==> src/rtl/core/mbtcp_pkg.sv <==
`timescale 1ns / 1ps
package mbtcp_pkg;

   typedef struct packed {
      logic [7:0] rx_byte;
      logic       frame_start;
   } req_payload_type;

   typedef struct packed {
      logic        kind;
      logic [15:0] transaction_id;
      logic [7:0]  unit_addr;
      logic [7:0]  function_code;
      logic [15:0] start_item;
      logic [15:0] item_count;
      logic [7:0]  byte_count;
      logic [15:0] value_word;
      logic [2:0]  status;
      logic        last;
   } rsp_payload_type;

   // one classified byte event from the parser: up to two results
   typedef struct packed {
      logic            two;
      rsp_payload_type first;
      rsp_payload_type second;
   } evt_type;

   localparam logic [2:0] ST_OK       = 3'd0;
   localparam logic [2:0] ST_PROTOCOL = 3'd1;
   localparam logic [2:0] ST_ADDRESS  = 3'd2;
   localparam logic [2:0] ST_LENGTH   = 3'd3;
   localparam logic [2:0] ST_ITEMS    = 3'd4;
   localparam logic [2:0] ST_BYTES    = 3'd5;
   localparam logic [2:0] ST_FUNCTION = 3'd6;

   localparam logic [1:0] CSR_PROTOCOL = 2'd0;
   localparam logic [1:0] CSR_MIN_UNIT = 2'd1;
   localparam logic [1:0] CSR_MAX_UNIT = 2'd2;
   localparam logic [1:0] CSR_MAX_PDU  = 2'd3;

   localparam int unsigned EVT_W = $bits(evt_type);

endpackage

==> src/rtl/core/modbus_tcp_request_parser.sv <==
`timescale 1ns / 1ps
// channel | ports          | direction | handshake
// request | req_*          | in        | valid / stall
// result  | rsp_*          | out       | valid / stall
// csr     | csr_*          | in        | valid / ready
// One request byte per cycle while req_stall is low; a byte yields zero, one or two results.
// The last data word of a multiple write gives two results: the data word, then a final result with last set.
// Reset is synchronous and returns all registers but the queue storage to their reset values.
// req_stall rises when the four-entry event queue holds three events; the byte parser
// and the result drain stall independently.
module modbus_tcp_request_parser
   import mbtcp_pkg::*;
(
   input  logic            clock,
   input  logic            reset,
   input  logic            req_valid,
   output logic            req_stall,
   input  req_payload_type req_data,
   output logic            rsp_valid,
   input  logic            rsp_stall,
   output rsp_payload_type rsp_data,
   input  logic            csr_valid,
   output logic            csr_ready,
   input  logic [1:0]      csr_index,
   input  logic [15:0]     csr_data
);

   logic [15:0] prot_ff;
   logic [7:0]  minu_ff, maxu_ff;
   logic [8:0]  maxp_ff;
   logic        in_fire, ev_valid, q_full, q_empty, q_pop;
   evt_type     ev, q_data;

   assign csr_ready = 1'b1;
   assign req_stall = q_full;
   assign in_fire   = req_valid && !req_stall;

   always_ff @(posedge clock) begin
      if (reset) begin
         prot_ff <= '0; minu_ff <= 8'd1; maxu_ff <= 8'd247; maxp_ff <= 9'd253;
      end else if (csr_valid) begin
         unique case (csr_index)
            CSR_PROTOCOL: prot_ff <= csr_data;
            CSR_MIN_UNIT: minu_ff <= csr_data[7:0];
            CSR_MAX_UNIT: maxu_ff <= csr_data[7:0];
            CSR_MAX_PDU:  maxp_ff <= csr_data[8:0];
         endcase
      end
   end

   mbtcp_front u_front (
      .clock, .reset, .in_fire, .in_data(req_data),
      .protocol_ident(prot_ff), .min_unit_addr(minu_ff), .max_unit_addr(maxu_ff),
      .max_pdu_bytes(maxp_ff), .evt_valid(ev_valid), .evt(ev)
   );

   mbtcp_queue u_queue (
      .clock, .reset, .wr_en(ev_valid), .wr_data(ev), .full(q_full), .empty(q_empty),
      .rd_en(q_pop), .rd_data(q_data)
   );

   mbtcp_back u_back (
      .clock, .reset, .q_empty, .q_data, .q_pop, .rsp_valid, .rsp_stall, .rsp_data
   );

`ifndef NO_ASSERTIONS
   a_no_push_full: assert property (@(posedge clock) disable iff (reset)
      q_full |-> !ev_valid) else $error("event pushed into full queue");
   a_pop_only_valid: assert property (@(posedge clock) disable iff (reset)
      q_pop |-> (rsp_valid && !rsp_stall)) else $error("pop without delivery");
   a_data_last: assert property (@(posedge clock) disable iff (reset)
      (rsp_valid && rsp_data.kind == 1'b0) |-> !rsp_data.last)
      else $error("data word marked last");
`endif

endmodule

==> src/rtl/core/mbtcp_front.sv <==
`timescale 1ns / 1ps
module mbtcp_front
   import mbtcp_pkg::*;
(
   input  logic            clock,
   input  logic            reset,
   input  logic            in_fire,
   input  req_payload_type in_data,
   input  logic [15:0]     protocol_ident,
   input  logic [7:0]      min_unit_addr,
   input  logic [7:0]      max_unit_addr,
   input  logic [8:0]      max_pdu_bytes,
   output logic            evt_valid,
   output evt_type         evt
);

   logic [8:0]  pos_ff, pos_in;
   logic        idle_ff, idle_in;
   logic [15:0] trn_ff, trn_in, len_ff, len_in, start_ff, start_in, cnt_ff, cnt_in;
   logic [7:0]  unit_ff, unit_in, func_ff, func_in, bytes_ff, bytes_in, hold_ff, hold_in;

   always_comb begin
      logic [7:0]  b;
      logic [8:0]  pos;
      logic        idle;
      logic [15:0] trn, len, st, cnt, n16;
      logic [7:0]  unit, func, bytes, hold;
      logic [17:0] pdu;
      rsp_payload_type r;
      b = in_data.rx_byte;
      pos = pos_ff; idle = idle_ff; trn = trn_ff; len = len_ff; st = start_ff;
      cnt = cnt_ff; unit = unit_ff; func = func_ff; bytes = bytes_ff; hold = hold_ff;
      evt_valid = 1'b0;
      evt = '0;
      pdu = '0;
      n16 = '0;
      r = '0;
      if (in_data.frame_start) begin
         pos = '0; idle = 1'b0; trn = '0; len = '0; st = '0; cnt = '0;
         unit = '0; func = '0; bytes = '0; hold = '0;
      end
      pos_in = pos;
      if (!idle) begin
         if (pos != 9'h1FF) pos_in = pos + 9'd1;
         r.kind = 1'b1;
         r.last = 1'b1;
         unique case (pos)
            9'd0, 9'd1: trn = {trn[7:0], b};
            9'd2:       hold = b;
            9'd3: if ({hold, b} != protocol_ident) begin
               evt_valid = 1'b1; r.status = ST_PROTOCOL; idle = 1'b1;
            end
            9'd4, 9'd5: len = {len[7:0], b};
            9'd6: begin
               unit = b;
               if (b < min_unit_addr || b > max_unit_addr) begin
                  evt_valid = 1'b1; r.status = ST_ADDRESS; idle = 1'b1;
               end
            end
            9'd7: begin
               func = b;
               if (!((b >= 8'd1 && b <= 8'd6) || b == 8'd16)) begin
                  evt_valid = 1'b1; r.status = ST_FUNCTION; idle = 1'b1;
               end else if (b != 8'd16 && len != 16'd6) begin
                  evt_valid = 1'b1; r.status = ST_LENGTH; idle = 1'b1;
               end
            end
            9'd8, 9'd9: st = {st[7:0], b};
            9'd10: if (func == 8'd5 || func == 8'd6) hold = b;
               else cnt = {cnt[7:0], b};
            9'd11: begin
               if (func == 8'd5 || func == 8'd6) begin
                  evt_valid = 1'b1; idle = 1'b1;
                  r.byte_count = 8'd2; r.value_word = {hold, b};
               end else begin
                  cnt = {cnt[7:0], b};
                  if (func != 8'd16) begin
                     n16 = cnt;
                     pdu = (func <= 8'd2) ? 18'd2 + 18'((17'(n16) + 17'd7) >> 3)
                                          : 18'd2 + {1'b0, n16, 1'b0};
                     evt_valid = 1'b1; idle = 1'b1;
                     if (pdu > 18'(max_pdu_bytes)) r.status = ST_ITEMS;
                  end
               end
            end
            9'd12: begin
               bytes = b;
               if ({9'd0, b} != {cnt, 1'b0}) begin
                  evt_valid = 1'b1; r.status = ST_BYTES; idle = 1'b1;
               end else if (len != 16'd7 + 16'(b)) begin
                  evt_valid = 1'b1; r.status = ST_LENGTH; idle = 1'b1;
               end else if (b == 8'd0) begin
                  evt_valid = 1'b1; idle = 1'b1;
               end
            end
            default: begin
               if (pos[0]) hold = b;   // even offset from 13: high byte
               else begin
                  evt_valid = 1'b1;
                  r.kind = 1'b0; r.last = 1'b0;
                  r.byte_count = bytes; r.value_word = {hold, b};
                  if ((pos - 9'd12) >= 9'(bytes)) begin
                     idle = 1'b1;
                     evt.two = 1'b1;
                  end
               end
            end
         endcase
         r.transaction_id = trn; r.unit_addr = unit; r.function_code = func;
         r.start_item = st; r.item_count = cnt;
         evt.first = r;
         evt.second = r;
         evt.second.kind = 1'b1; evt.second.last = 1'b1; evt.second.value_word = '0;
         evt_valid = evt_valid & in_fire;
      end
      idle_in = idle; trn_in = trn; len_in = len; start_in = st; cnt_in = cnt;
      unit_in = unit; func_in = func; bytes_in = bytes; hold_in = hold;
   end

   always_ff @(posedge clock) begin
      if (reset) begin
         pos_ff <= '0; idle_ff <= 1'b1; trn_ff <= '0; len_ff <= '0; start_ff <= '0;
         cnt_ff <= '0; unit_ff <= '0; func_ff <= '0; bytes_ff <= '0; hold_ff <= '0;
      end else if (in_fire) begin
         pos_ff <= pos_in; idle_ff <= idle_in; trn_ff <= trn_in; len_ff <= len_in;
         start_ff <= start_in; cnt_ff <= cnt_in; unit_ff <= unit_in;
         func_ff <= func_in; bytes_ff <= bytes_in; hold_ff <= hold_in;
      end
   end

endmodule

==> src/rtl/core/mbtcp_queue.sv <==
`timescale 1ns / 1ps
module mbtcp_queue
   import mbtcp_pkg::*;
(
   input  logic    clock,
   input  logic    reset,
   input  logic    wr_en,
   input  evt_type wr_data,
   output logic    full,
   output logic    empty,
   input  logic    rd_en,
   output evt_type rd_data
);

   evt_type    mem_ff [4];
   logic [1:0] wp_ff, rp_ff;
   logic [2:0] cnt_ff;

   assign full    = cnt_ff >= 3'd3;   // one slack entry for the request in flight
   assign empty   = cnt_ff == 3'd0;
   assign rd_data = mem_ff[rp_ff];

   always_ff @(posedge clock) begin
      if (wr_en) mem_ff[wp_ff] <= wr_data;
   end

   always_ff @(posedge clock) begin
      if (reset) begin
         wp_ff <= '0; rp_ff <= '0; cnt_ff <= '0;
      end else begin
         if (wr_en) wp_ff <= wp_ff + 2'd1;
         if (rd_en) rp_ff <= rp_ff + 2'd1;
         cnt_ff <= cnt_ff + 3'(wr_en) - 3'(rd_en);
      end
   end

endmodule

==> src/rtl/core/mbtcp_back.sv <==
`timescale 1ns / 1ps
module mbtcp_back
   import mbtcp_pkg::*;
(
   input  logic            clock,
   input  logic            reset,
   input  logic            q_empty,
   input  evt_type         q_data,
   output logic            q_pop,
   output logic            rsp_valid,
   input  logic            rsp_stall,
   output rsp_payload_type rsp_data
);

   logic sec_ff, sec_in;

   assign rsp_valid = !q_empty;
   assign rsp_data  = sec_ff ? q_data.second : q_data.first;

   always_comb begin
      sec_in = sec_ff;
      q_pop  = 1'b0;
      if (rsp_valid && !rsp_stall) begin
         if (q_data.two && !sec_ff) sec_in = 1'b1;
         else begin
            sec_in = 1'b0;
            q_pop  = 1'b1;
         end
      end
   end

   always_ff @(posedge clock) begin
      if (reset) sec_ff <= 1'b0;
      else sec_ff <= sec_in;
   end

endmodule

==> config.mk <==
export PLATFORM = sky130hd
export DESIGN_NAME = modbus_tcp_request_parser
export DESIGN_NICKNAME = d
export VERILOG_FILES = /design/src/rtl/core/mbtcp_pkg.sv /design/src/rtl/core/modbus_tcp_request_parser.sv /design/src/rtl/core/mbtcp_front.sv /design/src/rtl/core/mbtcp_queue.sv /design/src/rtl/core/mbtcp_back.sv
export SDC_FILE = /design/constraint.sdc
export NUM_CORES = 1
export LEC_CHECK = 0
export ABC_AREA = 0
export BUFFER_PORTS_ARGS = -buffer_cell sky130_fd_sc_hd__buf_2
export CAP_MARGIN = 20
export CORE_MARGIN = 1
export CORE_UTILIZATION = 25
export CTS_CLUSTER_SIZE = 16
export DETAILED_ROUTE_END_ITERATION = 8
export PLACE_DENSITY_LB_ADDON = 0.08
export SYNTH_ARGS = -nofsm -noshare
export SYNTH_HDL_FRONTEND = slang
export SYNTH_SLANG_ARGS = --single-unit
==> constraint.sdc <==
create_clock -name clock -period 6.3 [get_ports clock]
set_input_delay 0.945 -clock clock [delete_from_list [all_inputs] [get_ports clock]]
set_output_delay 0.945 -clock clock [all_outputs]
set_load 0.01 [all_outputs]
Word-level counts from Yosys, hierarchy flattened --
Memory sizes are Yosys's and may differ from the RTL's. A register that Yosys moved wholly into a read port is not among the register bits. Index checks and enable logic that the tools add are counted.
Word-level totals: bits in writable memories 748, bits of input ports 32, logic and storage cells 165, flip-flop bits (word level) 155, memories kept 1
Operators by class: eq/ne operators 25, order comparisons 8, add/sub/neg operators 10, bitwise logic cells 1, reduce and logical (&&, ||, !) cells 28, muxes and demuxes 74
Memory list:
- u_queue.mem_ff | words 4, bits a word 187, rd ports 1, clocked after memory_dff 1, write ports 1, line mbtcp_queue.sv:15 | evt_type mem_ff [4];
Operators with widths (number):
- $mux 16 | 13
- $mux 187 | 1
- $mux 8 | 13
- $mux 93 | 1
- $pmux 24 s2 | 1
- $eq 9x4->1 const B | 5
- $eq 9x3->1 const B | 4
- $mux 18 | 2
- $ne 16x16->1 | 2
- $mux 9 | 3
- $mux 1 | 25
- $mux 24 | 1
- $pmux 8 s3 | 1
- $add 2x17->18 const A | 1
- $eq 9x2->1 const B | 2
- $gt 18x9->1 | 1
- $add 16x3->17 const B | 1
- $ne 8x17->1 | 1
- $add 2x15->16 const A | 1
- $eq 8x3->1 const B | 2
- $ne 16x3->1 const B | 1
- $ne 8x5->1 const B | 2
- $mux 3 | 5
- $pmux 3 s5 | 1
- 34 further kinds | 56

Longest topological paths before layout --
depth in word-level cells 11, depth in mapped cells 21, mapped depth without buffers 19

Modules after synthesis --
From an unflattened synthesis, not the netlist that was laid out.
Unflattened totals: cells, all modules 2500, area total of the unflattened synthesis 39180.1 sq um
By module, submodules not included:
- mbtcp_queue | area each 27418.8 sq um, seq. area each 22641.7 sq um, instances 1, cells an instance 1022
- mbtcp_front | area each 8868.5 sq um, seq. area each 2122.0 sq um, instances 1, cells an instance 1199
- modbus_tcp_request_parser | area each 1701.6 sq um, seq. area each 820.8 sq um, instances 1, cells an instance 168
- mbtcp_back | area each 1191.1 sq um, seq. area each 20.0 sq um, instances 1, cells an instance 111

Worst setup path after synthesis --
OpenSTA, ideal clock, no wires.
kind input to register, from in req_data[0] in the netlist's numbering, to mem u_queue.mem_ff[2][100] in the netlist's numbering, enable pin, stages 13, data required time 5.837 ns, setup slack -0.278 ns, library setup time 0.463 ns, arrival time 6.115 ns, cells stage by stage inv_1 > clkbuf_1 > clkbuf_1 > buf_1 > nand2_1 > ha_1 > or3_1 > a222oi_1 > a31oi_1 > nor2_1 > nor2_1 > a31oi_4 > and2_1
On the way: word-level cells in the longest chain between the ends 11, elaborated cells on any way between the ends 43
Ends and longest elaborated chain:
- start, declared | line modbus_tcp_request_parser.sv:18 | input req_payload_type req_data,
- $mux 16 | line mbtcp_front.sv:38 | if (in_data.frame_start) begin
- $ne 16x3->1 | line mbtcp_front.sv:64 | end else if (b != 8'd16 && len != 16'd6) begin
- $logic_and 1x1->1 | line mbtcp_front.sv:64
- $mux 1 | line mbtcp_front.sv:64
- $mux 1 | line mbtcp_front.sv:62 | if (!((b >= 8'd1 && b <= 8'd6) || b == 8'd16)) begin
- $pmux 1 s6 | line mbtcp_front.sv:47 | unique case (pos)
- $mux 1 | line mbtcp_front.sv:43 | if (!idle) begin
- $and 1x1->1 | line mbtcp_front.sv:114 | evt_valid = evt_valid & in_fire;
- $mux 1 (*) | line mbtcp_front.sv:43
- named net ev_valid | line modbus_tcp_request_parser.sv:31 | logic in_fire, ev_valid, q_full, q_empty, q_pop;
- $mux 1 (*) | line mbtcp_queue.sv:24 | if (wr_en) mem_ff[wp_ff] <= wr_data;
- $mux 1 (implied by the code) (*) | line mbtcp_queue.sv:24
- end, declared | line mbtcp_queue.sv:15
Mark *: on every way through the listed nets, which the timed path passes. The rest lies on a longest branch. The select of a mux whose other input is x is not followed.

Worst setup path after layout --
from in req_data[6] in the netlist's numbering, to mem u_queue.mem_ff[3][96] in the netlist's numbering (data pin)
On the way: word-level cells in the longest chain between the ends 9, elaborated cells on any way between the ends 18
Ends and longest elaborated chain:
- $add 16x3->17 | line mbtcp_front.sv:79 | pdu = (func <= 8'd2) ? 18'd2 + 18'((17'(n16) + 17'd7) >> 3)
- $add 2x15->16 | line mbtcp_front.sv:79
- $mux 18 | line mbtcp_front.sv:79
- $gt 18x9->1 | line mbtcp_front.sv:82 | if (pdu > 18'(max_pdu_bytes)) r.status = ST_ITEMS;
- $mux 3 | line mbtcp_front.sv:82
- $mux 3 | line mbtcp_front.sv:77 | if (func != 8'd16) begin
- $mux 3 | line mbtcp_front.sv:72 | if (func == 8'd5 || func == 8'd6) begin
- $pmux 3 s5 (*) | line mbtcp_front.sv:47
- $mux 187 (*) | line mbtcp_front.sv:43
Mark *: on every way between the ends. The rest lies on a longest branch, timed or not.

==> metrics.md <==
| Metric | Value |
|---|---|
| Ys Warns | 0 |
| Min-delay src | minu_ff[4] |
| Commonest cells after routing, fill and taps aside | edfxtp_1 (376), nor2_1 (198), nand2_1 (173) |
| Startpoint types | input port |
| Complex-gate fraction of the synthesized area | 0.106 |
| Vias in the first global route | 16.0k |
| FP Rows | ~110 |
| Post-Synth Adder-Cell Area | 0.0292 |
| DRT Pass-1 Iters | 5 |
| Mapped Cells | 1,878 |
| Status | finished, final reports clean |
| Worst-margin pin slew | approximately 1.1 ns |
| Grt ovf | 0 |
| WL per Instance | 22.4 um |
| Setup_tns | 0 ns |
| Max_slew headroom | 0.239 |
| DR vias/cell | 4.79 |
| Die X | 311 um |
| Critical Path Fanout Max | 16 |
| Buffers on Ports | roughly 130 |
| CTS max path bufs | 3 |
| I/O Pins | 128 |
| Residual DRC | 0 |
| Final Skew | ~0.038 ns |
| Mapped Nets | between 1.5k and 2k |
| CTS tree | built |
| DRT antenna net count | 0 |
| Commonest non-fill, non-tap cell in the layout | edfxtp_1 |
| Ant diodes | 0 |
| IR drop worst, VDD | 0.171 mV |
| Synth Cell Area | 23,800 sq um |
| Xor-xnor portion of the synthesized cell area | 0.0164 |
| Worst-path clk slew | 0.05 ns |
| CP arrival | around 4.9 ns |
| CP endpoint kind | flop |
| Final min period | ~4.6 ns |
| Syn-to-layout area delta | 18.7% |
| Total Routing Usage GR | 0.153 |
| Die height | 311 um |
| CTS buffer count | 69 |
| Clock Latency Late Sink | 0.62 ns |
| Core ar. | 93,700 sq um |
| DP Wirelength | between 40,000 and 50,000 um |
| Post-Syn Area per Cell | approximately 13 sq um |
| Nets | 2,076 |
| Leakage power | 9.38 nW |
| Root Buffer Master | clkbuf_16 |
| Min-Delay Path Class | flop to flop |
| Number of synthesized register bits | 533 |
| H-tree levels | 3 |
| Post-CTS sizing | 0 |
| Tcrit/Tclk final | 0.732 |
| Final cell count without fillers | around 3.3k |
| Routed Wire Length | 73,800 um |
| Dpl cells | around 3.2k |
| First-pass GRT wire length | about 110,000 um |
| Largest net degree at the start of global routing | 75 |
| Worst reg2reg path startpoint | u_front.pos_ff[0] |
| # fillers | 9,489 |
| Critical Path Start | req_data[6] |
| Total power | 8.69 mW |
| Post-synth ARST share | 0 |
| CP required | roughly 6.6 ns |
| Initial core utilization | 0.254 |
| Initial antenna violation count | 2 |
| CP Class | input port to flop |
| Sequential fraction of the synthesis area | 0.607 |
| Slew Limit Fails | 0 |
| Yosys cell types | 80 |
| Register-to-register setup slack | 2.24 ns |
| Clock sinks | 533 |
| Largest family of logic cells by synthesized area | simple AND/OR/NAND/NOR gates |
| Share of cells above drive strength 1 | 0.196 |
| Via count | 15.8k |
| GP Congestion | 0.863 |
| Post-synthesis mux area share | 0.0969 |
| Hold_buf cts | 0 |
| Power per standard cell area | 308 nW/um^2 |
| Fmax | 217 MHz |
| Simple-Gate Fraction of Synth Area | 0.114 |
| Prevailing post-synth register cell | edfxtp_1 |
| Final-report hold violation count | 0 |
| DR iter-0 viols | roughly 1.4k |
| RSZ-0062 raised after global routing | false |
| Final setup viols | 0 |
| Die area | 96,400 sq um |
| Max-cap violations | 0 |
| Post-synth EDFFs | 376 |
| Setup Buffers After CTS | 0 |
critical path, cell delays in order:
cell       delay (ns)
buf_2            0.35
nand4_1          0.62
or4_1            0.73
a221oi_2         0.39
nand2_1          0.11
xor2_1           0.17
o21ai_0          0.19
ha_1             0.27
a21o_1           0.16
a21oi_1          0.18
nand2_1          0.08
o31ai_1          0.07
a31oi_1          0.10
a2111oi_0        0.39
nor3_1           0.16
state kept, by name, indices dropped and copies added, names as in the netlist, named ones only:
register	count
u_front.start_ff	16
u_queue.rp_ff	2
prot_ff	16
u_front.hold_ff	8
maxp_ff	9
u_front.trn_ff	16
u_front.func_ff	8
maxu_ff	8
u_front.bytes_ff	8
u_front.len_ff	16
u_queue.wp_ff	2
u_front.idle_ff	1
u_front.cnt_ff	16
u_front.unit_ff	8
u_front.pos_ff	9
u_queue.mem_ff	376
minu_ff	8
u_queue.cnt_ff	3
u_back.sec_ff	1
area by class of cell:
class                      count  area, sq um  share of cell area
clock buffer                  92         1870              0.0664
clock inverter                34          387              0.0137
inverter                      56          210             0.00744
multi-input combinational   1160         8670               0.307
sequential                   533        14400               0.511
tap                         1254         1570              0.0556
timing repair buffer         169         1090              0.0387
cell families after synthesis:
logic type	after synthesis
buffers and inverters	185
other	1
xor gates and xnor gates	43
DFF	533
adders and majority gates	55
AOI/OAI and AO/OA	373
muxes	112
and+or+nand+nor	576
routing by layer:
metal	part of all wire	vias up	global-route usage	wire, um
li1	-	7325	-	-
met1	0.46	7970	0.207	33700
met2	0.47	409	0.247	34900
met3	0.047	96	0.0262	3460
met4	0.023	2	0.0488	1700
met5	0.00012	-	0	9
final timing paths:
kind                                  to  depth (start not counted)
setup / recovery   u_queue.mem_ff[3][96]                         15
hold / removal                minu_ff[4]                          2
setup reg to reg  u_queue.mem_ff[0][150]                         10
hold reg to reg               minu_ff[4]                          2
synth_stat cells, types with 32 or more instances:
cell type / count / area share
a21oi_1: 91 / 0.019
a22oi_1: 118 / 0.037
clkbuf_1: 78 / 0.012
dfxtp_1: 157 / 0.13
edfxtp_1: 376 / 0.47
ha_1: 54 / 0.028
inv_1: 56 / 0.0088
mux4_2: 94 / 0.089
nand2_1: 174 / 0.027
nor2_1: 199 / 0.031
nor3_1: 32 / 0.0067
o21ai_0: 53 / 0.011
through the flow:
stage / util / area (sq um) / hold slack (ns) / setup slack (ns)
finish: 0.301 / 28200 / 0.453 / 1.69
global route: 0.301 / 28200 / 0.468 / 1.38
CTS: 0.301 / 28200 / 0.455 / 1.83
detailed placement: 0.277 / 26000 / 0.447 / 1.16
global placement: 0.277 / 25900 / 0.449 / 1.17
floorplan: - / 23800 / 0.436 / 0.756
where the power goes:
group	total (mW)	leakage [nW]	switching [mW]	internal, mW
registers	3.82	4.81	0.0498	3.77
clock network	3.92	1.11	1.52	2.39
logic	0.955	3.46	0.580	0.375
total	8.69	9.38	2.15	6.54
(Power assumes the default switching activity.)
